$ cat src/hw/rtl/dai_pkg.sv
package dai_pkg;

	// Datapath sizing.
	localparam int RATE_BITS = 24;
	localparam int RATIO_FRAC_BITS = 16;
	localparam int RATIO_W = RATIO_FRAC_BITS + 1;
	localparam int CLK_W = 28;
	localparam int MS_W = 32;
	localparam int VAL_W = 16;
	localparam int CMP_W = 15;
	localparam int PROD_W = VAL_W + RATIO_W;

	// Shared divider: wide enough for the shifted excess and for the core clock.
	localparam int DIV_DW = (RATE_BITS + RATIO_FRAC_BITS > CLK_W) ?
		(RATE_BITS + RATIO_FRAC_BITS) : CLK_W;
	localparam int DIV_VW = (RATE_BITS > VAL_W) ? RATE_BITS : VAL_W;
	localparam int DIV_CW = $clog2(DIV_DW + 1);

	// Configuration port.
	localparam int CFG_IDX_W = 3;
	localparam int CFG_DATA_W = CLK_W;
	localparam logic [CFG_IDX_W-1:0] CFG_BLINK_SLOW = 3'd0;
	localparam logic [CFG_IDX_W-1:0] CFG_BLINK_FAST = 3'd1;
	localparam logic [CFG_IDX_W-1:0] CFG_TONE_LOW = 3'd2;
	localparam logic [CFG_IDX_W-1:0] CFG_TONE_HIGH = 3'd3;
	localparam logic [CFG_IDX_W-1:0] CFG_CORE_CLOCK = 3'd4;

	// Reset values and limits.
	localparam logic [VAL_W-1:0] BLINK_SLOW_RST = 16'd500;
	localparam logic [VAL_W-1:0] BLINK_FAST_RST = 16'd150;
	localparam logic [VAL_W-1:0] TONE_LOW_RST = 16'd2700;
	localparam logic [VAL_W-1:0] TONE_HIGH_RST = 16'd6500;
	localparam logic [CLK_W-1:0] CORE_CLOCK_RST = 28'd72000000;
	localparam logic [VAL_W-1:0] TONE_MIN_HZ = 16'd1100;
	localparam logic [VAL_W-1:0] RELOAD_MAX = 16'hFFFF;

	// Input action codes.
	localparam logic ACT_REFRESH = 1'b0;
	localparam logic ACT_TICK = 1'b1;

	// Sequencer states.
	typedef enum logic [5:0] {
		ST_IDLE      = 6'b000001,
		ST_RATIO_DIV = 6'b000010,
		ST_MUL_BLINK = 6'b000100,
		ST_MUL_TONE  = 6'b001000,
		ST_CLK_DIV   = 6'b010000,
		ST_FINISH    = 6'b100000
	} state_t;

	// Divider request and response.
	typedef struct packed {
		logic              start;
		logic [DIV_DW-1:0] dividend;
		logic [DIV_VW-1:0] divisor;
	} div_req_t;

	typedef struct packed {
		logic              done;
		logic [DIV_DW-1:0] quotient;
	} div_rsp_t;

endpackage

$ cat src/hw/rtl/dai_divider.sv
module dai_divider (
	input  logic              clk,
	input  logic              arst_n,
	input  dai_pkg::div_req_t req,
	output dai_pkg::div_rsp_t rsp
);

	logic [dai_pkg::DIV_VW-1:0] rem_q;
	logic [dai_pkg::DIV_DW-1:0] quo_q;
	logic [dai_pkg::DIV_VW-1:0] divisor_q;
	logic [dai_pkg::DIV_CW-1:0] cnt_q;
	logic                       busy_q;
	logic                       done_q;

	logic [dai_pkg::DIV_VW:0]   shifted;
	logic [dai_pkg::DIV_VW:0]   diff;
	logic                       fits;

	// One restoring step: bring down the next dividend bit and try a subtract.
	always_comb begin
		shifted = {rem_q, quo_q[dai_pkg::DIV_DW-1]};
		diff = shifted - {1'b0, divisor_q};
		fits = (shifted >= {1'b0, divisor_q});
	end

	// Control: count the quotient bits and flag the last one.
	always_ff @(posedge clk or negedge arst_n) begin
		if (!arst_n) begin
			busy_q <= 1'b0;
			done_q <= 1'b0;
			cnt_q <= '0;
		end else begin
			done_q <= 1'b0;
			if (req.start) begin
				busy_q <= 1'b1;
				cnt_q <= dai_pkg::DIV_CW'(dai_pkg::DIV_DW);
			end else if (busy_q) begin
				cnt_q <= cnt_q - 1'b1;
				if (cnt_q == dai_pkg::DIV_CW'(1)) begin
					busy_q <= 1'b0;
					done_q <= 1'b1;
				end
			end
		end
	end

	// Datapath: the dividend shifts out as quotient bits shift in.
	always_ff @(posedge clk) begin
		if (req.start) begin
			rem_q <= '0;
			quo_q <= req.dividend;
			divisor_q <= req.divisor;
		end else if (busy_q) begin
			rem_q <= fits ? diff[dai_pkg::DIV_VW-1:0] : shifted[dai_pkg::DIV_VW-1:0];
			quo_q <= {quo_q[dai_pkg::DIV_DW-2:0], fits};
		end
	end

	assign rsp.done = done_q;
	assign rsp.quotient = quo_q;

endmodule

$ cat src/hw/rtl/dose_alarm_intensity_driver.sv
// Ticks and refreshes with the alarm flag clear go from accept to the finish state, which
// loads the result once the output register is free. A refresh with the flag set runs up to
// two passes through the shared bit-serial divider: excess ratio, then clock / tone.
// The next item can be taken in the cycle after the result is loaded; a result may wait in
// the output register while the next item is taken. Reset clears the alarm state and
// loads the default configuration.
module dose_alarm_intensity_driver (
	input  logic                              clk,
	input  logic                              arst_n,
	input  logic                              cfg_we,
	input  logic [dai_pkg::CFG_IDX_W-1:0]     cfg_index,
	input  logic [dai_pkg::CFG_DATA_W-1:0]    cfg_data,
	input  logic                              in_valid,
	output logic                              in_stall,
	input  logic                              action,
	input  logic                              alarm_request,
	input  logic [dai_pkg::RATE_BITS-1:0]     measured_rate,
	input  logic [dai_pkg::RATE_BITS-1:0]     dose_threshold,
	input  logic [dai_pkg::MS_W-1:0]          now_ms,
	output logic                              out_valid,
	input  logic                              out_stall,
	output logic                              alarm_active,
	output logic                              led_lit,
	output logic                              tone_enable,
	output logic [dai_pkg::VAL_W-1:0]         reload_value,
	output logic [dai_pkg::CMP_W-1:0]         compare_value,
	output logic [dai_pkg::VAL_W-1:0]         blink_period_ms,
	output logic [dai_pkg::VAL_W-1:0]         tone_hz
);

	localparam int F = dai_pkg::RATIO_FRAC_BITS;
	localparam int RB = dai_pkg::RATE_BITS;

	dai_pkg::state_t state_q;

	// Configuration registers.
	logic [dai_pkg::VAL_W-1:0] blink_slow_q;
	logic [dai_pkg::VAL_W-1:0] blink_fast_q;
	logic [dai_pkg::VAL_W-1:0] tone_low_q;
	logic [dai_pkg::VAL_W-1:0] tone_high_q;
	logic [dai_pkg::CLK_W-1:0] core_clock_q;

	// Alarm state.
	logic                      alarm_on_q;
	logic [dai_pkg::VAL_W-1:0] blink_period_q;
	logic [dai_pkg::MS_W-1:0]  last_toggle_q;
	logic                      blink_phase_q;
	logic                      led_q;
	logic [dai_pkg::VAL_W-1:0] pwm_reload_q;
	logic [dai_pkg::CMP_W-1:0] pwm_compare_q;
	logic [dai_pkg::VAL_W-1:0] tone_freq_q;
	logic [dai_pkg::RATIO_W-1:0] ratio_q;

	// Output register.
	logic                      out_valid_q;
	logic                      out_alarm_q;
	logic                      out_led_q;
	logic [dai_pkg::VAL_W-1:0] out_reload_q;
	logic [dai_pkg::CMP_W-1:0] out_compare_q;
	logic [dai_pkg::VAL_W-1:0] out_blink_q;
	logic [dai_pkg::VAL_W-1:0] out_tone_q;

	logic                      in_take;
	logic                      out_free;
	logic [RB:0]               excess;
	logic [dai_pkg::VAL_W-1:0] fast_eff;
	logic [dai_pkg::VAL_W-1:0] high_eff;
	logic [dai_pkg::VAL_W-1:0] mul_a;
	logic [dai_pkg::PROD_W-1:0] product;
	logic [dai_pkg::VAL_W-1:0] delta;
	logic [dai_pkg::VAL_W-1:0] tone_raw;
	logic [dai_pkg::VAL_W-1:0] tone_clamped;
	logic [dai_pkg::MS_W-1:0]  elapsed;
	logic [dai_pkg::CLK_W-1:0] clk_quot;
	logic [dai_pkg::CLK_W-1:0] quot_m1;
	logic [dai_pkg::VAL_W-1:0] reload_sat;

	dai_pkg::div_req_t div_req;
	dai_pkg::div_rsp_t div_rsp;

	dai_divider u_div (
		.clk    (clk),
		.arst_n (arst_n),
		.req    (div_req),
		.rsp    (div_rsp)
	);

	assign in_stall = (state_q != dai_pkg::ST_IDLE);
	assign in_take = in_valid && !in_stall;
	assign out_free = !out_valid_q || !out_stall;

	// Refresh arithmetic around the shared multiplier.
	always_comb begin
		excess = {1'b0, measured_rate} - {1'b0, dose_threshold};
		fast_eff = (blink_fast_q > blink_slow_q) ? blink_slow_q : blink_fast_q;
		high_eff = (tone_high_q < tone_low_q) ? tone_low_q : tone_high_q;
		mul_a = (state_q == dai_pkg::ST_MUL_TONE) ? (high_eff - tone_low_q)
			: (blink_slow_q - fast_eff);
		product = dai_pkg::PROD_W'(mul_a) * dai_pkg::PROD_W'(ratio_q);
		delta = product[F + dai_pkg::VAL_W - 1:F];
		tone_raw = tone_low_q + delta;
		tone_clamped = (tone_raw < dai_pkg::TONE_MIN_HZ) ? dai_pkg::TONE_MIN_HZ : tone_raw;
		elapsed = now_ms - last_toggle_q;
		clk_quot = div_rsp.quotient[dai_pkg::CLK_W-1:0];
		quot_m1 = (clk_quot == '0) ? '0 : (clk_quot - 1'b1);
		reload_sat = (quot_m1 > dai_pkg::CLK_W'(dai_pkg::RELOAD_MAX)) ? dai_pkg::RELOAD_MAX
			: quot_m1[dai_pkg::VAL_W-1:0];
	end

	// Divider requests: the excess ratio on accept, the PWM reload after the tone.
	always_comb begin
		div_req.start = 1'b0;
		div_req.dividend = dai_pkg::DIV_DW'({excess[RB-1:0], {F{1'b0}}});
		div_req.divisor = dai_pkg::DIV_VW'(dose_threshold);
		if (state_q == dai_pkg::ST_MUL_TONE) begin
			div_req.start = 1'b1;
			div_req.dividend = dai_pkg::DIV_DW'(core_clock_q);
			div_req.divisor = dai_pkg::DIV_VW'(tone_clamped);
		end else if (in_take && action == dai_pkg::ACT_REFRESH && alarm_request
			&& dose_threshold != '0 && measured_rate > dose_threshold
			&& excess[RB-1:0] < dose_threshold) begin
			div_req.start = 1'b1;
		end
	end

	// Configuration writes.
	always_ff @(posedge clk or negedge arst_n) begin
		if (!arst_n) begin
			blink_slow_q <= dai_pkg::BLINK_SLOW_RST;
			blink_fast_q <= dai_pkg::BLINK_FAST_RST;
			tone_low_q <= dai_pkg::TONE_LOW_RST;
			tone_high_q <= dai_pkg::TONE_HIGH_RST;
			core_clock_q <= dai_pkg::CORE_CLOCK_RST;
		end else if (cfg_we) begin
			unique case (cfg_index)
				dai_pkg::CFG_BLINK_SLOW: begin
					blink_slow_q <= cfg_data[dai_pkg::VAL_W-1:0];
				end
				dai_pkg::CFG_BLINK_FAST: begin
					blink_fast_q <= cfg_data[dai_pkg::VAL_W-1:0];
				end
				dai_pkg::CFG_TONE_LOW: begin
					tone_low_q <= cfg_data[dai_pkg::VAL_W-1:0];
				end
				dai_pkg::CFG_TONE_HIGH: begin
					tone_high_q <= cfg_data[dai_pkg::VAL_W-1:0];
				end
				dai_pkg::CFG_CORE_CLOCK: begin
					core_clock_q <= cfg_data;
				end
				default: begin
				end
			endcase
		end
	end

	// Sequencer and alarm state.
	always_ff @(posedge clk or negedge arst_n) begin
		if (!arst_n) begin
			state_q <= dai_pkg::ST_IDLE;
			alarm_on_q <= 1'b0;
			blink_period_q <= dai_pkg::BLINK_SLOW_RST;
			last_toggle_q <= '0;
			blink_phase_q <= 1'b0;
			led_q <= 1'b0;
			pwm_reload_q <= dai_pkg::RELOAD_MAX;
			pwm_compare_q <= '0;
			tone_freq_q <= '0;
			ratio_q <= '0;
		end else begin
			unique case (state_q)
				dai_pkg::ST_IDLE: begin
					if (in_take) begin
						if (action == dai_pkg::ACT_TICK) begin
							state_q <= dai_pkg::ST_FINISH;
							if (!alarm_on_q) begin
								led_q <= 1'b0;
								last_toggle_q <= '0;
								blink_phase_q <= 1'b0;
							end else if (elapsed >= dai_pkg::MS_W'(blink_period_q)) begin
								last_toggle_q <= now_ms;
								blink_phase_q <= !blink_phase_q;
								led_q <= !blink_phase_q;
							end
						end else if (!alarm_request) begin
							state_q <= dai_pkg::ST_FINISH;
							pwm_compare_q <= '0;
							tone_freq_q <= '0;
							led_q <= 1'b0;
							alarm_on_q <= 1'b0;
							blink_period_q <= blink_slow_q;
						end else if (div_req.start) begin
							state_q <= dai_pkg::ST_RATIO_DIV;
						end else begin
							// Ratio is zero without excess and saturates at full scale.
							state_q <= dai_pkg::ST_MUL_BLINK;
							if (dose_threshold == '0 || measured_rate <= dose_threshold) begin
								ratio_q <= '0;
							end else begin
								ratio_q <= dai_pkg::RATIO_W'(1) << F;
							end
						end
					end
				end
				dai_pkg::ST_RATIO_DIV: begin
					if (div_rsp.done) begin
						ratio_q <= div_rsp.quotient[dai_pkg::RATIO_W-1:0];
						state_q <= dai_pkg::ST_MUL_BLINK;
					end
				end
				dai_pkg::ST_MUL_BLINK: begin
					blink_period_q <= blink_slow_q - delta;
					state_q <= dai_pkg::ST_MUL_TONE;
				end
				dai_pkg::ST_MUL_TONE: begin
					tone_freq_q <= tone_clamped;
					state_q <= dai_pkg::ST_CLK_DIV;
				end
				dai_pkg::ST_CLK_DIV: begin
					if (div_rsp.done) begin
						pwm_reload_q <= reload_sat;
						pwm_compare_q <= reload_sat[dai_pkg::VAL_W-1:1];
						alarm_on_q <= 1'b1;
						state_q <= dai_pkg::ST_FINISH;
					end
				end
				dai_pkg::ST_FINISH: begin
					if (out_free) begin
						state_q <= dai_pkg::ST_IDLE;
					end
				end
				default: begin
					state_q <= dai_pkg::ST_IDLE;
				end
			endcase
		end
	end

	// Output valid: set when a result is loaded, cleared when it is taken.
	always_ff @(posedge clk or negedge arst_n) begin
		if (!arst_n) begin
			out_valid_q <= 1'b0;
		end else if (state_q == dai_pkg::ST_FINISH && out_free) begin
			out_valid_q <= 1'b1;
		end else if (!out_stall) begin
			out_valid_q <= 1'b0;
		end
	end

	// Output payload: a snapshot of the state after the item.
	always_ff @(posedge clk) begin
		if (state_q == dai_pkg::ST_FINISH && out_free) begin
			out_alarm_q <= alarm_on_q;
			out_led_q <= led_q;
			out_reload_q <= pwm_reload_q;
			out_compare_q <= pwm_compare_q;
			out_blink_q <= blink_period_q;
			out_tone_q <= tone_freq_q;
		end
	end

	assign out_valid = out_valid_q;
	assign alarm_active = out_alarm_q;
	assign led_lit = out_led_q;
	assign tone_enable = out_alarm_q;
	assign reload_value = out_reload_q;
	assign compare_value = out_compare_q;
	assign blink_period_ms = out_blink_q;
	assign tone_hz = out_tone_q;

endmodule

$ cat config.mk
export PLATFORM = sky130hd
export DESIGN_NAME = dose_alarm_intensity_driver
export DESIGN_NICKNAME = d
export VERILOG_FILES = /design/src/hw/rtl/dai_pkg.sv /design/src/hw/rtl/dai_divider.sv /design/src/hw/rtl/dose_alarm_intensity_driver.sv
export SDC_FILE = /design/constraint.sdc
export NUM_CORES = 2
export LEC_CHECK = 0
export BUFFER_PORTS_ARGS = -buffer_cell sky130_fd_sc_hd__buf_2
export CORE_UTILIZATION = 45
export DETAILED_ROUTE_END_ITERATION = 8
export PLACE_DENSITY = 0.7
export SLEW_MARGIN = 5
export SYNTH_ARGS = -nofsm -noshare
export SYNTH_HDL_FRONTEND = slang
export SYNTH_SLANG_ARGS = --single-unit
$ cat constraint.sdc
create_clock -name clk -period 12.9 [get_ports clk]
set_clock_uncertainty 0.2 [all_clocks]
set_input_delay 1.29 -clock clk [delete_from_list [all_inputs] [get_ports clk]]
set_output_delay 1.29 -clock clk [all_outputs]
set_load 0.1 [all_outputs]
==> flow_summary.toml <==
[outcome]
outcome = "finished clean"

[global_routing]
grt_pass1_vias = 25500
grt-ovfl-total = 0
grt_antenna_before_repair = 7
grt_pass1_wl_um = 143000
grt_max_degree = 117
grt_util_all_layers_pct = 24.8

[synth]
synthArstFlopShare_pct = 59.2
synth.cell_area_um2 = 32400
synth_nets = 4108
synth_top_area_cell = "dfrtp_1"
yosys_register_bits = 375
syn_avg_cell_area_um2 = 9.35
seq_area_frac_synth_pct = 30.8
yosysWarnings = 0
yosysMostFrequentCell = "inv_1"
yosys-top-cells-area = "dfrtp_1 (13%), fa_1 (13%), ha_1 (12%), edfxtp_1 (12%), inv_1 (5.3%)"
synthFlopType = "dfrtp_1"
synth_edf_count = 129
synth_top_area_share_pct = 13.2
ys_types = 96
synth_cells = 3463
synthTopCellsByCount = "inv_1 (455), nand2_1 (429), ha_1 (314)"

[timing]
relSlewSlack_pct = 16.5
setup_ws_ns = 0.390
slew_violations = 0
worst_slew_pin_slew_ns = 1.25
max_freq_mhz = 79.9
hold_violations = 0
finalSetupViolations = 0
fin_hold_ws_ns = 0.248
period_needed_ns = 12.51
post-route-period-util_pct = 97.0

[drt]
first_iter_violations = 2132
finalWirelength_um = 90900
via_count = 25900
route.detailed.drc = 0
post_drt_wl_per_cell_um = 19.6
routed_via_density = 5.57
drt_pre_antenna_iters = 7
drtAntennaViolNets = 0

[setup_path]
startpoint_type = "flip-flop"
setup.worst_path.class = "flip-flop to flip-flop"
crit_family = "compound AO/OA/AOI/OAI gates"
reg2reg_from = "tone_low_q[2]"
r2r_end = "blink_period_q[15]"
rrSetupSlack_ns = 0.39
arrival_ns = 12.76
worstSetupEndpointType = "flip-flop"
reg2regPathDepth = 59
crit_slowest_cell = "fa_1"
slowest_delay_ns = 0.57
path_buf_inv = 12
cp.required_ns = 13.15
crit_fanout = 8

[place]
io_buffers = 185
place_inst = 4544
hpwl_um = 68700
place_ws_ns = 0.152
routabilityCongestion = 0.953

[floorplan]
fp-row-count = 98
pin_count = 186
coreArea_um2 = 71400
die_y_um = 270
dieArea_um2 = 73100
start_util_pct = 45.4
die_width_um = 270

[clocking]
cts_tree = "yes"
clk_latency_ns = 0.60
cts_buffer_depth = 3
hold_buffers = 0
cts-htree-levels = 2
cts-root-buf = "clkbuf_16"
clkTransAtPathRegs_ns = 0.06
clkSinkCount = 375
cts_made_buffers = 43

[layout]
fin_nets = 4301
fillers = 6544
area.growth.synth_to_final_pct = 13.1
fin_cells = 4648
drive_gt1_share_pct = 15.0

[worst_hold_path]
min_from = "pwm_compare_q[4]"
min_path_type = "flip-flop to flip-flop"
min_path_cells = 0
holdPathEnd = "compare_value[4]"

[run]
drv_cap = 0
cell usage in the layout (no fill, tap or decap), types with 33 or more instances in the layout:
| cell type | synthesis | routed |
|---|---|---|
| a21o_1 | 107 | 106 |
| a21oi_1 | 207 | 189 |
| and2_1 | 88 | 88 |
| buf_2 | 4 | 184 |
| buf_4 | 6 | 69 |
| clkbuf_16 | 0 | 45 |
| dfrtp_1 | 171 | 171 |
| dfstp_2 | 51 | 51 |
| edfxtp_1 | 129 | 129 |
| fa_1 | 213 | 212 |
| ha_1 | 314 | 306 |
| inv_1 | 455 | 452 |
| mux2_2 | 69 | 69 |
| mux2i_1 | 57 | 57 |
| nand2_1 | 429 | 428 |
| nand3_1 | 56 | 56 |
| nor2_1 | 185 | 184 |
| nor2b_1 | 45 | 45 |
| nor3_1 | 36 | 33 |
| o21a_1 | 37 | 37 |
| o21ai_0 | 168 | 160 |
| xnor2_1 | 90 | 87 |
| xor2_1 | 48 | 48 |
logic make-up after synthesis:
kind of cell,Yosys count,synth area share (%)
and+or+nand+nor,999,14.5
AOI/OAI and AO/OA,717,14.2
buffers and inverters,575,7.04
adders and majority gates,527,25.3
DFF,375,30.8
xor gates and xnor gates,140,3.87
muxes,130,4.36
state kept, by name, indices dropped and copies added, names as in the netlist, 17 cells and up:
name / count
ratio_q: 17
u_div.divisor_q: 24
core_clock_q: 28
last_toggle_q: 32
u_div.quo_q: 40
u_div.rem_q: 24
metrics by stage:
| step | setup TNS [ns] | utilization (%) | cell area [um^2] |
|---|---|---|---|
| 2_1_floorplan | 0 | - | 32400 |
| 3_3_place_gp | 0 | 48.5 | 34600 |
| 3_5_place_dp | 0 | 48.5 | 34600 |
| 4_1_cts | 0 | 50.6 | 36100 |
| 5_1_grt | -1.67 | 51.3 | 36600 |
| 6_report | 0 | 51.3 | 36600 |
area by class of cell:
cell class / instances / area (um^2) / share of cell area, %
clock buffer: 58 / 1220 / 3.34
antenna: 7 / 17.5 / 0.0478
timing repair buffer: 266 / 1690 / 4.60
multi-input combinational: 2514 / 20500 / 56.0
clock inverter: 22 / 307 / 0.837
inverter: 456 / 1710 / 4.67
tap: 950 / 1190 / 3.25
sequential: 375 / 9970 / 27.2
layer usage:
| layer | track usage, % | vias to the layer above | wire length [um] |
|---|---|---|---|
| met1 | 33.8 | 12700 | 38900 |
| li1 | - | 12100 | - |
| met4 | 7.63 | 2 | 2900 |
| met5 | 0 | - | 8 |
| met2 | 40.4 | 902 | 42100 |
| met3 | 4.16 | 167 | 6970 |
how the worst max path moves through the flow:
stage	from	slack, ns	depth (start not counted)	endpoint
2_1_floorplan	tone_low_q[2]	0.41	54	u_div.divisor_q[1]
3_3_place_gp	tone_low_q[2]	0.38	54	blink_period_q[15]
3_5_place_dp	tone_low_q[2]	0.15	54	u_div.divisor_q[7]
4_1_cts	tone_low_q[2]	0.10	54	u_div.divisor_q[7]
5_1_grt	tone_low_q[3]	-0.17	56	u_div.divisor_q[4]
6_report	tone_low_q[2]	0.39	59	blink_period_q[15]
timing repair:
action	4_1_cts	5_1_grt
gates resized for setup	0	75
buffers inserted	0	15
setup endpoints to repair	0	32
Power is left out: the tool's default activity adds up to more than one toggle a clock period on the data nets, which glitch-free logic cannot reach.
